**config.mk**
```make
export PLATFORM = sky130hd
export DESIGN_NAME = directed_graph_table_flat
export DESIGN_NICKNAME = d
export VERILOG_FILES = /design/src/rtl/dgt_pkg.sv /design/src/rtl/dgt_req_if.sv /design/src/rtl/dgt_rsp_if.sv /design/src/rtl/dgt_cell.sv /design/src/rtl/directed_graph_table.sv /design/src/flat_wrapper.sv
export SDC_FILE = /design/constraint.sdc
export NUM_CORES = 2
export LEC_CHECK = 0
export BUFFER_PORTS_ARGS = -buffer_cell sky130_fd_sc_hd__clkbuf_2
export CAP_MARGIN = 5
export CORE_MARGIN = 8
export CORE_UTILIZATION = 40
export CTS_BUF_LIST = sky130_fd_sc_hd__clkbuf_4 sky130_fd_sc_hd__clkbuf_8 sky130_fd_sc_hd__clkbuf_16
export DETAILED_ROUTE_END_ITERATION = 10
export PLACE_DENSITY_LB_ADDON = 0.2
export SLEW_MARGIN = 40
export SYNTH_ARGS = -nofsm -noshare
export SYNTH_HDL_FRONTEND = slang
export SYNTH_SLANG_ARGS = --single-unit
```
**constraint.sdc**
```tcl
create_clock -name clk_i -period 5 [get_ports clk_i]
set_input_delay 0 -clock clk_i [delete_from_list [all_inputs] [get_ports clk_i]]
set_output_delay 0 -clock clk_i [all_outputs]
set_load 0.02 [all_outputs]
```
**src/rtl/dgt_pkg.sv**
```systemverilog
// shared types and constants of the directed graph table
package dgt_pkg;

  localparam int unsigned DefMaxNodes = 16;
  localparam int unsigned DefKeyBits  = 16;
  localparam int unsigned InKeyW      = 16;
  localparam int unsigned OpW         = 3;
  localparam int unsigned StatusW     = 2;
  localparam int unsigned SlotOutW    = 4;
  localparam int unsigned CntW        = 5;
  localparam logic [CntW-1:0] CntMax  = {CntW{1'b1}};

  typedef enum logic [OpW-1:0] {
    OP_SEARCH_NODE = 3'd0,
    OP_SEARCH_EDGE = 3'd1,
    OP_INSERT_NODE = 3'd2,
    OP_INSERT_EDGE = 3'd3,
    OP_DELETE_NODE = 3'd4
  } op_e;

  typedef enum logic [StatusW-1:0] {
    ST_OK        = 2'd0,
    ST_NOT_FOUND = 2'd1,
    ST_FULL      = 2'd2,
    ST_PRESENT   = 2'd3
  } status_e;

endpackage

```
**src/rtl/dgt_req_if.sv**
```systemverilog
// request channel of the directed graph table
interface dgt_req_if
  import dgt_pkg::*;
();
  logic                     valid;
  logic                     ready;
  logic [OpW-1:0]           operation;
  logic signed [InKeyW-1:0] node_key;
  logic signed [InKeyW-1:0] target_key;

  modport source (output valid, operation, node_key, target_key, input ready);
  modport sink   (input valid, operation, node_key, target_key, output ready);
endinterface

```
**src/rtl/dgt_rsp_if.sv**
```systemverilog
// response channel of the directed graph table
interface dgt_rsp_if
  import dgt_pkg::*;
();
  logic                valid;
  logic                ready;
  logic [StatusW-1:0]  status;
  logic [SlotOutW-1:0] slot_index;
  logic [CntW-1:0]     incoming_count;

  modport source (output valid, status, slot_index, incoming_count, input ready);
  modport sink   (input valid, status, slot_index, incoming_count, output ready);
endinterface

```
**src/rtl/dgt_cell.sv**
```systemverilog
// one node slot: holds its state and passes the lookup probe to the next slot
module dgt_cell
  import dgt_pkg::*;
#(
  parameter int unsigned MAX_NODES = DefMaxNodes,
  parameter int unsigned KEY_BITS  = DefKeyBits,
  parameter int unsigned IDX       = 0,
  localparam int unsigned SW       = $clog2(MAX_NODES)
) (
  input  logic                 clk_i,
  input  logic                 rst_ni,
  // probe keys
  input  logic [KEY_BITS-1:0]  key_a_i,
  input  logic [KEY_BITS-1:0]  key_b_i,
  // probe from the previous slot
  input  logic                 fa_ok_i,
  input  logic [SW-1:0]        fa_slot_i,
  input  logic                 fb_ok_i,
  input  logic [SW-1:0]        fb_slot_i,
  input  logic                 f1_ok_i,
  input  logic [SW-1:0]        f1_slot_i,
  input  logic                 f2_ok_i,
  input  logic [SW-1:0]        f2_slot_i,
  input  logic [MAX_NODES-1:0] row_a_i,
  input  logic [CntW-1:0]      cnt_a_i,
  input  logic [CntW-1:0]      cnt_b_i,
  // probe to the next slot
  output logic                 fa_ok_o,
  output logic [SW-1:0]        fa_slot_o,
  output logic                 fb_ok_o,
  output logic [SW-1:0]        fb_slot_o,
  output logic                 f1_ok_o,
  output logic [SW-1:0]        f1_slot_o,
  output logic                 f2_ok_o,
  output logic [SW-1:0]        f2_slot_o,
  output logic [MAX_NODES-1:0] row_a_o,
  output logic [CntW-1:0]      cnt_a_o,
  output logic [CntW-1:0]      cnt_b_o,
  // update command, broadcast to all slots
  input  logic                 al1_en_i,
  input  logic [SW-1:0]        al1_slot_i,
  input  logic [KEY_BITS-1:0]  al1_key_i,
  input  logic                 al2_en_i,
  input  logic [SW-1:0]        al2_slot_i,
  input  logic [KEY_BITS-1:0]  al2_key_i,
  input  logic                 set_en_i,
  input  logic [SW-1:0]        set_src_i,
  input  logic [SW-1:0]        set_dst_i,
  input  logic                 del_en_i,
  input  logic [SW-1:0]        del_slot_i,
  input  logic [MAX_NODES-1:0] del_row_i
);

  localparam logic [SW-1:0] Me = SW'(IDX);

  logic                 used_q, used_d;
  logic [KEY_BITS-1:0]  key_q, key_d;
  logic [MAX_NODES-1:0] row_q, row_d;
  logic [CntW-1:0]      cnt_q, cnt_d;
  logic                 hit_a, hit_b;

  assign hit_a = used_q && (key_q == key_a_i);
  assign hit_b = used_q && (key_q == key_b_i);

  // probe stage
  always_ff @(posedge clk_i) begin
    fa_ok_o   <= fa_ok_i | hit_a;
    fa_slot_o <= (!fa_ok_i && hit_a) ? Me : fa_slot_i;
    row_a_o   <= (!fa_ok_i && hit_a) ? row_q : row_a_i;
    cnt_a_o   <= (!fa_ok_i && hit_a) ? cnt_q : cnt_a_i;
    fb_ok_o   <= fb_ok_i | hit_b;
    fb_slot_o <= (!fb_ok_i && hit_b) ? Me : fb_slot_i;
    cnt_b_o   <= (!fb_ok_i && hit_b) ? cnt_q : cnt_b_i;
    f1_ok_o   <= f1_ok_i | !used_q;
    f1_slot_o <= (!f1_ok_i && !used_q) ? Me : f1_slot_i;
    f2_ok_o   <= f2_ok_i | (f1_ok_i && !used_q);
    f2_slot_o <= (f1_ok_i && !f2_ok_i && !used_q) ? Me : f2_slot_i;
  end

  // state update
  always_comb begin
    used_d = used_q;
    key_d  = key_q;
    row_d  = row_q;
    cnt_d  = cnt_q;
    if (al1_en_i && al1_slot_i == Me) begin
      used_d = 1'b1;
      key_d  = al1_key_i;
      row_d  = '0;
      cnt_d  = '0;
    end
    if (al2_en_i && al2_slot_i == Me) begin
      used_d = 1'b1;
      key_d  = al2_key_i;
      row_d  = '0;
      cnt_d  = '0;
    end
    if (set_en_i && set_src_i == Me) begin
      row_d[set_dst_i] = 1'b1;
    end
    if (set_en_i && set_dst_i == Me && cnt_d != CntMax) begin
      cnt_d = cnt_d + 1'b1;
    end
    if (del_en_i) begin
      row_d[del_slot_i] = 1'b0;
      if (del_slot_i == Me) begin
        used_d = 1'b0;
        row_d  = '0;
        cnt_d  = '0;
      end else if (del_row_i[IDX] && cnt_q != '0) begin
        cnt_d = cnt_q - 1'b1;
      end
    end
  end

  always_ff @(posedge clk_i or negedge rst_ni) begin
    if (!rst_ni) begin
      used_q <= 1'b0;
      row_q  <= '0;
      cnt_q  <= '0;
    end else begin
      used_q <= used_d;
      row_q  <= row_d;
      cnt_q  <= cnt_d;
    end
  end

  always_ff @(posedge clk_i) begin
    key_q <= key_d;
  end

endmodule

```
**src/rtl/directed_graph_table.sv**
```systemverilog
// top level of the directed graph table: slot chain, sequencer and result register
// The accepting edge latches the request, then the S_PROBE state walks the lookup probe
// along the row of slot cells (one slot per cycle, collecting both key matches, the first two
// free slots, the source row and the counts), and the S_APPLY state broadcasts the update
// to the cells and loads the result beat together, once the result register is free. The
// next request is accepted after the sequencer has returned to S_IDLE. A new request is
// taken once the previous one has left the chain, even while its result beat is still
// waiting on the response channel; the update step waits only if an older result beat is
// still held. Keys are compared on their low KEY_BITS bits (sign extended from 16 bits
// when KEY_BITS is wider). No clearing pass follows reset.
module directed_graph_table
  import dgt_pkg::*;
#(
  parameter int unsigned MAX_NODES = DefMaxNodes,
  parameter int unsigned KEY_BITS  = DefKeyBits
) (
  input logic     clk_i,
  input logic     rst_ni,
  dgt_req_if.sink req_i,
  dgt_rsp_if.source rsp_o
);

  localparam int unsigned SW = $clog2(MAX_NODES);
  localparam logic [SW-1:0] LastIdx = SW'(MAX_NODES - 1);

  typedef enum logic [2:0] {
    S_IDLE  = 3'b001,
    S_PROBE = 3'b010,
    S_APPLY = 3'b100
  } state_e;

  state_e state_q, state_d;
  logic [SW-1:0] cnt_q, cnt_d;

  // latched request
  logic [OpW-1:0]      op_q;
  logic [KEY_BITS-1:0] ka_q, kb_q;

  // probe chain, one entry per cell boundary
  logic                 fa_ok   [MAX_NODES+1];
  logic [SW-1:0]        fa_slot [MAX_NODES+1];
  logic                 fb_ok   [MAX_NODES+1];
  logic [SW-1:0]        fb_slot [MAX_NODES+1];
  logic                 f1_ok   [MAX_NODES+1];
  logic [SW-1:0]        f1_slot [MAX_NODES+1];
  logic                 f2_ok   [MAX_NODES+1];
  logic [SW-1:0]        f2_slot [MAX_NODES+1];
  logic [MAX_NODES-1:0] row_a   [MAX_NODES+1];
  logic [CntW-1:0]      cnt_a   [MAX_NODES+1];
  logic [CntW-1:0]      cnt_b   [MAX_NODES+1];

  // update command
  logic                 al1_en, al2_en, set_en, del_en;
  logic [SW-1:0]        al1_slot, al2_slot, set_src, set_dst;

  // decision
  logic                 fire_out;
  logic [StatusW-1:0]   res_status;
  logic [SW-1:0]        res_slot;
  logic [CntW-1:0]      res_cnt;
  logic                 new_a, new_b, a_ok, b_ok;
  logic [SW-1:0]        sa, sb;
  logic [CntW-1:0]      cb;

  // result register
  logic                 out_valid_q;
  logic [StatusW-1:0]   out_status_q;
  logic [SlotOutW-1:0]  out_slot_q;
  logic [CntW-1:0]      out_cnt_q;

  assign req_i.ready = (state_q == S_IDLE);

  // probe enters the chain empty
  assign fa_ok[0]   = 1'b0;
  assign fa_slot[0] = '0;
  assign fb_ok[0]   = 1'b0;
  assign fb_slot[0] = '0;
  assign f1_ok[0]   = 1'b0;
  assign f1_slot[0] = '0;
  assign f2_ok[0]   = 1'b0;
  assign f2_slot[0] = '0;
  assign row_a[0]   = '0;
  assign cnt_a[0]   = '0;
  assign cnt_b[0]   = '0;

  for (genvar i = 0; i < MAX_NODES; i++) begin : g_cell
    dgt_cell #(
      .MAX_NODES (MAX_NODES),
      .KEY_BITS  (KEY_BITS),
      .IDX       (i)
    ) u_cell (
      .clk_i      (clk_i),
      .rst_ni     (rst_ni),
      .key_a_i    (ka_q),
      .key_b_i    (kb_q),
      .fa_ok_i    (fa_ok[i]),
      .fa_slot_i  (fa_slot[i]),
      .fb_ok_i    (fb_ok[i]),
      .fb_slot_i  (fb_slot[i]),
      .f1_ok_i    (f1_ok[i]),
      .f1_slot_i  (f1_slot[i]),
      .f2_ok_i    (f2_ok[i]),
      .f2_slot_i  (f2_slot[i]),
      .row_a_i    (row_a[i]),
      .cnt_a_i    (cnt_a[i]),
      .cnt_b_i    (cnt_b[i]),
      .fa_ok_o    (fa_ok[i+1]),
      .fa_slot_o  (fa_slot[i+1]),
      .fb_ok_o    (fb_ok[i+1]),
      .fb_slot_o  (fb_slot[i+1]),
      .f1_ok_o    (f1_ok[i+1]),
      .f1_slot_o  (f1_slot[i+1]),
      .f2_ok_o    (f2_ok[i+1]),
      .f2_slot_o  (f2_slot[i+1]),
      .row_a_o    (row_a[i+1]),
      .cnt_a_o    (cnt_a[i+1]),
      .cnt_b_o    (cnt_b[i+1]),
      .al1_en_i   (al1_en),
      .al1_slot_i (al1_slot),
      .al1_key_i  (ka_q),
      .al2_en_i   (al2_en),
      .al2_slot_i (al2_slot),
      .al2_key_i  (kb_q),
      .set_en_i   (set_en),
      .set_src_i  (set_src),
      .set_dst_i  (set_dst),
      .del_en_i   (del_en),
      .del_slot_i (fa_slot[MAX_NODES]),
      .del_row_i  (row_a[MAX_NODES])
    );
  end

  // the result beat and the update go out together once the result register is free
  assign fire_out = (state_q == S_APPLY) && (!out_valid_q || rsp_o.ready);

  // decision on the probe that has left the last cell
  always_comb begin
    al1_en     = 1'b0;
    al2_en     = 1'b0;
    set_en     = 1'b0;
    del_en     = 1'b0;
    al1_slot   = f1_slot[MAX_NODES];
    al2_slot   = f1_slot[MAX_NODES];
    set_src    = '0;
    set_dst    = '0;
    res_status = ST_NOT_FOUND;
    res_slot   = '0;
    res_cnt    = '0;
    new_a      = 1'b0;
    new_b      = 1'b0;
    a_ok       = 1'b0;
    b_ok       = 1'b0;
    sa         = '0;
    sb         = '0;
    cb         = '0;
    case (op_q)
      OP_SEARCH_NODE: begin
        if (fa_ok[MAX_NODES]) begin
          res_status = ST_OK;
          res_slot   = fa_slot[MAX_NODES];
          res_cnt    = cnt_a[MAX_NODES];
        end
      end
      OP_SEARCH_EDGE: begin
        if (fa_ok[MAX_NODES] && fb_ok[MAX_NODES] &&
            row_a[MAX_NODES][fb_slot[MAX_NODES]]) begin
          res_status = ST_OK;
          res_slot   = fb_slot[MAX_NODES];
          res_cnt    = cnt_b[MAX_NODES];
        end
      end
      OP_INSERT_NODE: begin
        if (fa_ok[MAX_NODES]) begin
          res_status = ST_PRESENT;
          res_slot   = fa_slot[MAX_NODES];
          res_cnt    = cnt_a[MAX_NODES];
        end else if (f1_ok[MAX_NODES]) begin
          al1_en     = 1'b1;
          res_status = ST_OK;
          res_slot   = f1_slot[MAX_NODES];
        end else begin
          res_status = ST_FULL;
        end
      end
      OP_INSERT_EDGE: begin
        // source endpoint
        if (fa_ok[MAX_NODES]) begin
          a_ok = 1'b1;
          sa   = fa_slot[MAX_NODES];
        end else if (f1_ok[MAX_NODES]) begin
          a_ok  = 1'b1;
          new_a = 1'b1;
          sa    = f1_slot[MAX_NODES];
        end
        // target endpoint, same slot for a self loop
        if (ka_q == kb_q) begin
          b_ok = a_ok;
          sb   = sa;
          cb   = new_a ? '0 : cnt_a[MAX_NODES];
        end else if (fb_ok[MAX_NODES]) begin
          b_ok = 1'b1;
          sb   = fb_slot[MAX_NODES];
          cb   = cnt_b[MAX_NODES];
        end else if (new_a) begin
          b_ok     = f2_ok[MAX_NODES];
          new_b    = 1'b1;
          sb       = f2_slot[MAX_NODES];
          al2_slot = f2_slot[MAX_NODES];
        end else begin
          b_ok  = f1_ok[MAX_NODES];
          new_b = 1'b1;
          sb    = f1_slot[MAX_NODES];
        end
        al1_en = new_a;
        if (!a_ok) begin
          res_status = ST_FULL;
        end else if (!b_ok) begin
          // a freshly added source stays in the table
          res_status = ST_FULL;
        end else begin
          al2_en = new_b;
          res_slot = sb;
          if (!new_a && !new_b && row_a[MAX_NODES][sb]) begin
            res_status = ST_PRESENT;
            res_cnt    = cb;
          end else begin
            set_en     = 1'b1;
            set_src    = sa;
            set_dst    = sb;
            res_status = ST_OK;
            res_cnt    = (cb == CntMax) ? cb : cb + 1'b1;
          end
        end
      end
      OP_DELETE_NODE: begin
        if (fa_ok[MAX_NODES]) begin
          del_en     = 1'b1;
          res_status = ST_OK;
          res_slot   = fa_slot[MAX_NODES];
        end
      end
      default: begin
        res_status = ST_NOT_FOUND;
      end
    endcase
    // commands only leave when the result beat does
    if (!fire_out) begin
      al1_en = 1'b0;
      al2_en = 1'b0;
      set_en = 1'b0;
      del_en = 1'b0;
    end
  end

  // sequencer
  always_comb begin
    state_d = state_q;
    cnt_d   = cnt_q;
    case (state_q)
      S_IDLE: begin
        if (req_i.valid) begin
          state_d = S_PROBE;
          cnt_d   = '0;
        end
      end
      S_PROBE: begin
        // probe reaches the end of the chain when the counter reaches the last slot
        if (cnt_q == LastIdx) begin
          state_d = S_APPLY;
        end else begin
          cnt_d = cnt_q + 1'b1;
        end
      end
      S_APPLY: begin
        if (fire_out) begin
          state_d = S_IDLE;
        end
      end
      default: begin
        state_d = S_IDLE;
      end
    endcase
  end

  always_ff @(posedge clk_i or negedge rst_ni) begin
    if (!rst_ni) begin
      state_q <= S_IDLE;
      cnt_q   <= '0;
    end else begin
      state_q <= state_d;
      cnt_q   <= cnt_d;
    end
  end

  // request latch, keys taken on their low bits with sign extension when wider
  always_ff @(posedge clk_i) begin
    if (req_i.valid && req_i.ready) begin
      op_q <= req_i.operation;
      ka_q <= KEY_BITS'({{32{req_i.node_key[InKeyW-1]}}, req_i.node_key});
      kb_q <= KEY_BITS'({{32{req_i.target_key[InKeyW-1]}}, req_i.target_key});
    end
  end

  // result register
  always_ff @(posedge clk_i or negedge rst_ni) begin
    if (!rst_ni) begin
      out_valid_q <= 1'b0;
    end else if (fire_out) begin
      out_valid_q <= 1'b1;
    end else if (rsp_o.ready) begin
      out_valid_q <= 1'b0;
    end
  end

  always_ff @(posedge clk_i) begin
    if (fire_out) begin
      out_status_q <= res_status;
      out_slot_q   <= SlotOutW'(res_slot);
      out_cnt_q    <= res_cnt;
    end
  end

  assign rsp_o.valid          = out_valid_q;
  assign rsp_o.status         = out_status_q;
  assign rsp_o.slot_index     = out_slot_q;
  assign rsp_o.incoming_count = out_cnt_q;

  // an accepted request always starts a probe
  a_start: assert property (@(posedge clk_i) disable iff (!rst_ni)
    (req_i.valid && req_i.ready) |=> (state_q == S_PROBE && cnt_q == '0))
    else $error("accepted request did not start a probe");

  // a fresh result beat only comes out of the update step
  a_beat_src: assert property (@(posedge clk_i) disable iff (!rst_ni)
    (rsp_o.valid && !$past(rsp_o.valid)) |-> $past(state_q == S_APPLY))
    else $error("result beat raised outside the update step");

  // slot updates never issue while the result register is blocked
  a_cmd_gated: assert property (@(posedge clk_i) disable iff (!rst_ni)
    (al1_en || al2_en || set_en || del_en) |-> fire_out)
    else $error("update issued without a result beat");

  // the probe counter stays inside the chain
  a_cnt_range: assert property (@(posedge clk_i) disable iff (!rst_ni)
    (state_q == S_PROBE) |-> (cnt_q <= LastIdx))
    else $error("probe counter beyond last slot");

endmodule

```
**src/flat_wrapper.sv**
```systemverilog
// flat-port wrapper written by rule: the top's interface ports become plain ports
module directed_graph_table_flat import dgt_pkg::*;
#(
  parameter int unsigned MAX_NODES = DefMaxNodes,
  parameter int unsigned KEY_BITS  = DefKeyBits
)
  (clk_i, rst_ni, req_i_valid, req_i_operation, req_i_node_key, req_i_target_key, req_i_ready, rsp_o_valid, rsp_o_status, rsp_o_slot_index, rsp_o_incoming_count, rsp_o_ready);
  dgt_req_if req_i_i ();
  dgt_rsp_if rsp_o_i ();
  input logic clk_i;
  input logic rst_ni;
  input wire logic [$bits(req_i_i.valid)-1:0] req_i_valid;
  input wire logic [$bits(req_i_i.operation)-1:0] req_i_operation;
  input wire logic [$bits(req_i_i.node_key)-1:0] req_i_node_key;
  input wire logic [$bits(req_i_i.target_key)-1:0] req_i_target_key;
  output wire logic [$bits(req_i_i.ready)-1:0] req_i_ready;
  output wire logic [$bits(rsp_o_i.valid)-1:0] rsp_o_valid;
  output wire logic [$bits(rsp_o_i.status)-1:0] rsp_o_status;
  output wire logic [$bits(rsp_o_i.slot_index)-1:0] rsp_o_slot_index;
  output wire logic [$bits(rsp_o_i.incoming_count)-1:0] rsp_o_incoming_count;
  input wire logic [$bits(rsp_o_i.ready)-1:0] rsp_o_ready;
  assign req_i_i.valid = req_i_valid;
  assign req_i_i.operation = req_i_operation;
  assign req_i_i.node_key = req_i_node_key;
  assign req_i_i.target_key = req_i_target_key;
  assign req_i_ready = req_i_i.ready;
  assign rsp_o_valid = rsp_o_i.valid;
  assign rsp_o_status = rsp_o_i.status;
  assign rsp_o_slot_index = rsp_o_i.slot_index;
  assign rsp_o_incoming_count = rsp_o_i.incoming_count;
  assign rsp_o_i.ready = rsp_o_ready;
  directed_graph_table #(.MAX_NODES(MAX_NODES), .KEY_BITS(KEY_BITS)) u_core (.clk_i(clk_i), .rst_ni(rst_ni), .req_i(req_i_i), .rsp_o(rsp_o_i));
endmodule
```
==> results_dict.tcl <==
set metrics [dict create \
    status "complete, no violations" \
    setup_ws_ns 0.3363 \
    p_int_uw 19310 \
    rrSetupSlack_ns 0.34 \
    worst-path-buf-inv 2 \
    netlist-cell-type-count 104 \
    tns_ns 0 \
    ys_seq_area_frac 0.5354 \
    max_slew_margin 0.4015 \
    clock-sinks 1336 \
    crit_start "u_core.kb_q[13]$_DFFE_PP_" \
    cts_hold_buf 75 \
    syn_inst 5097 \
    synth_nets 5186 \
    grt_max_degree 131 \
    grt_pass1_vias 40620 \
    wire_per_inst_um 26.27 \
    synth_seq_cells 1336 \
    rows 141 \
    stdcell_count 7300 \
    drive_gt1_frac 0.2683 \
    worstRegToRegCells 19 \
    crit_path_start_kind "flip-flop" \
    cts_buffers 148 \
    crit_chain "xor2_1 > nor4_4 > nand4_4 > buf_4 > nand2_1 > nor4b_1 > o21ai_1 > o21a_1 > clkinv_1 > nor2_1 > ha_1 > nand3_1 > nor2_1 > ha_1 > or4_1 > a21oi_2 > a32o_1 > a32oi_1 > a21oi_1" \
    dr_total_vias 40810 \
    power.switching_uw 6771 \
    viasPerCell 5.591 \
    fmax_mhz 214.4 \
    overflow 0 \
    slew_violations 0 \
    htreeDepth 4 \
    rsz0062_at_grt "false" \
    cpLargestDelayFamily "simple AND/OR/NAND/NOR gates" \
    postCtsSetupBuffers 0 \
    worstPathMaxFanout 26 \
    drtAntennaViolNets 0 \
    multi_input_area_mm2 0.02585 \
    dp_cells 6948 \
    r2r-start "u_core.kb_q[13]$_DFFE_PP_" \
    combPwrFrac 0.124 \
    synth_edf_count 302 \
    fin_crit_sh 0.9327 \
    p_leak_uw 0.02713 \
    finalClockSkew_ns 0.03991 \
    ir_drop_v 0.0003565 \
    cts_tree "yes" \
    cts_max_path_buffers 3 \
    yosys-top-cells-area "dfxtp_1 (23%), edfxtp_1 (15%), dfrtp_1 (15%)" \
    min_from "rsp_o_ready" \
    dpl.hpwl_mm 124.6 \
    pwr-share-seq 0.450 \
    final_nets 5334 \
    place_congestion 0.9235 \
    port-buffer-count 51 \
    start_util 0.4008 \
    core_area_mm2 0.1471 \
    power.total_uw 26080 \
    ys_warn_count 0 \
    synth_area_leader_cell "dfxtp_1" \
    path_depth 19 \
    seq_area_mm2 0.03157 \
    worst_slew_pin_slew_ns 0.8918 \
    synthFlopType "dfxtp_1" \
    clkTransAtPathRegs_ns 0.06 \
    wl_mm 191.8 \
    clock_latency_ns 0.80 \
    crit_type "flip-flop to flip-flop" \
    final_common_cell "dfxtp_1" \
    pin_count 52 \
    crit_required_ns 5.70 \
    cap_violations 0 \
    async_reset_ff_frac 0.2695 \
    crit_slowest_cell "or4_1" \
    max_stage_delay_ns 0.54 \
    layout_common_cells "dfxtp_1 (674), mux2_2 (658), xnor2_1 (371), dfrtp_1 (359), edfxtp_1 (302)" \
    hold_violations 0 \
    syn_area_mm2 0.05897 \
    reg2reg_to "u_core.g_cell[0].u_cell.cnt_q[2]$_DFF_PN0_" \
    antenna_found_initial 4 \
    grt_use_total 0.2350 \
    crit_arrival_ns 5.37 \
    fillers 13490 \
    post-place-ws_ns 0.4381 \
    syn_to_final_growth_pct 15.16 \
    timing.final.crit_period_ns 4.664 \
    p_per_area_mw_per_mm2 384.1 \
    yosysTopAreaCellShare 0.2288 \
    syn_area_per_cell_um2 11.57 \
    die_y_um 400.0 \
    cp-endpoint "u_core.g_cell[0].u_cell.cnt_q[2]$_DFF_PN0_" \
    ctsResizeCount 0 \
    final_util 0.4616 \
    swShare 0.2596 \
    finalSetupViolCount 0 \
    cts_root_buf "clkbuf_16" \
    dr.pass1.iters 6 \
    drcViolationCount 0 \
    drt_iter0_markers 3659 \
    power.share.clock 0.427 \
    endpoint_kind "flip-flop" \
    fp.dieW_um 400.0 \
    die_area_mm2 0.1600 \
    worstHoldPathType "primary input to flip-flop" \
    grt_pass1_wl_mm 279.5 \
]
## sequential cells by signal, indices dropped and copies added (netlist names), 5 cells and up
register                        count
u_core.g_cell.u_cell.f1_ok_o       16
u_core.ka_q                        16
u_core.g_cell.u_cell.fa_slot_o     49
u_core.g_cell.u_cell.row_q        256
u_core.g_cell.u_cell.f2_slot_o     48
u_core.g_cell.u_cell.row_a_o      256
u_core.g_cell.u_cell.f1_slot_o     49
u_core.g_cell.u_cell.fa_ok_o       16
u_core.g_cell.u_cell.cnt_q         80
u_core.g_cell.u_cell.f2_ok_o       15
u_core.g_cell.u_cell.fb_slot_o     49
u_core.g_cell.u_cell.key_q        256
u_core.kb_q                        16
u_core.g_cell.u_cell.fb_ok_o       16
u_core.g_cell.u_cell.cnt_b_o       80
u_core.g_cell.u_cell.cnt_a_o       80
u_core.rsp_o.incoming_count         5
u_core.g_cell.u_cell.used_q        16
## worst min-delay path by stage
| stage | cells after the start | endpoint |
|---|---|---|
| finish | 4 | u_core.rsp_o.valid$_DFFE_PN0P_ |
| global route | 4 | u_core.rsp_o.valid$_DFFE_PN0P_ |
| CTS | 4 | u_core.rsp_o.valid$_DFFE_PN0P_ |
| detailed placement | 1 | u_core.g_cell[13].u_cell.row_q[11]$_DFF_PN0_ |
| global placement | 1 | u_core.g_cell[13].u_cell.row_q[7]$_DFF_PN0_ |
| floorplan | 0 | u_core.cnt_q[0]$_DFFE_PN0P_ |
## through the flow
| step | instance area, um^2 | hold WS (ns) |
|---|---|---|
| after CTS | 67850 | 0.1093 |
| after detailed placement | 62060 | 0.1044 |
| after global routing | 67910 | 0.1434 |
| after global placement | 61850 | 0.1055 |
| final | 67910 | 0.1744 |
| after floorplan | 58970 | -0.2956 |
## routing by layer
| metal | share of wire | wire [um] | track usage |
|---|---|---|---|
| met5 | 0 | 0 | 0 |
| met4 | 0.034 | 6505 | 0.08005 |
| met3 | 0.076 | 14520 | 0.05233 |
| met2 | 0.44 | 84110 | 0.3597 |
| met1 | 0.45 | 86660 | 0.3285 |
## power by group through the flow
stage	registers [uW]	logic, uW	clock network, uW
floorplan	11800	2210	0
global placement	11900	3100	0
detailed placement	11900	3130	0
CTS	11700	3190	11300
global route	11800	3440	11800
finish	11700	3230	11100
## logic make-up (layout without fill, tap and decap cells)
kind of cell	Yosys count	after routing	share of synthesized area
xor gates and xnor gates	581	581	0.08629
and+or+nand+nor	1475	1475	0.1353
adders and majority gates	50	50	0.01061
buffers and inverters	404	675	0.02951
DFF	1336	1336	0.5354
AOI/OAI and AO/OA	558	558	0.06966
other	0	2	0
muxes	693	693	0.1332
## cell type report
type,count,area share
sequential,1336,0.4649
multi-input combinational,3357,0.3806
clock buffer,219,0.06623
timing repair buffer,337,0.04142
tap,1930,0.03556
clock inverter,54,0.007627
inverter,65,0.003593
antenna,2,0.00007369
## worst min-delay path, cell delays in order
cell and delay [ns]:
dlygate4sd3_1 0.52, clkbuf_2 0.17, nor2b_1 0.09, nand2b_1 0.14
## cell usage after synthesis, types with 14 or more instances
library cell and instances:
mux2_2 658, dfxtp_1 674, a31oi_1 18, or4_1 23, edfxtp_1 302, mux2i_1 26
o21ai_1 14, o21ai_0 45, nor2_1 321, or2_2 120, or3_1 15, nand2_1 215
xnor2_1 371, dfrtp_1 359, nor4_4 18, o22ai_1 27, a211oi_1 16, clkbuf_1 200
nand3_1 92, buf_2 82, nor3_1 218, o21a_1 24, a22oi_1 247, xor2_1 210
nor2b_1 81, a21oi_1 63, nor4_1 59, nand2b_1 95, and2_1 50, buf_1 38
inv_1 61, nand4_1 101, ha_1 50
Note: power is estimated with default switching activity, not from simulation.
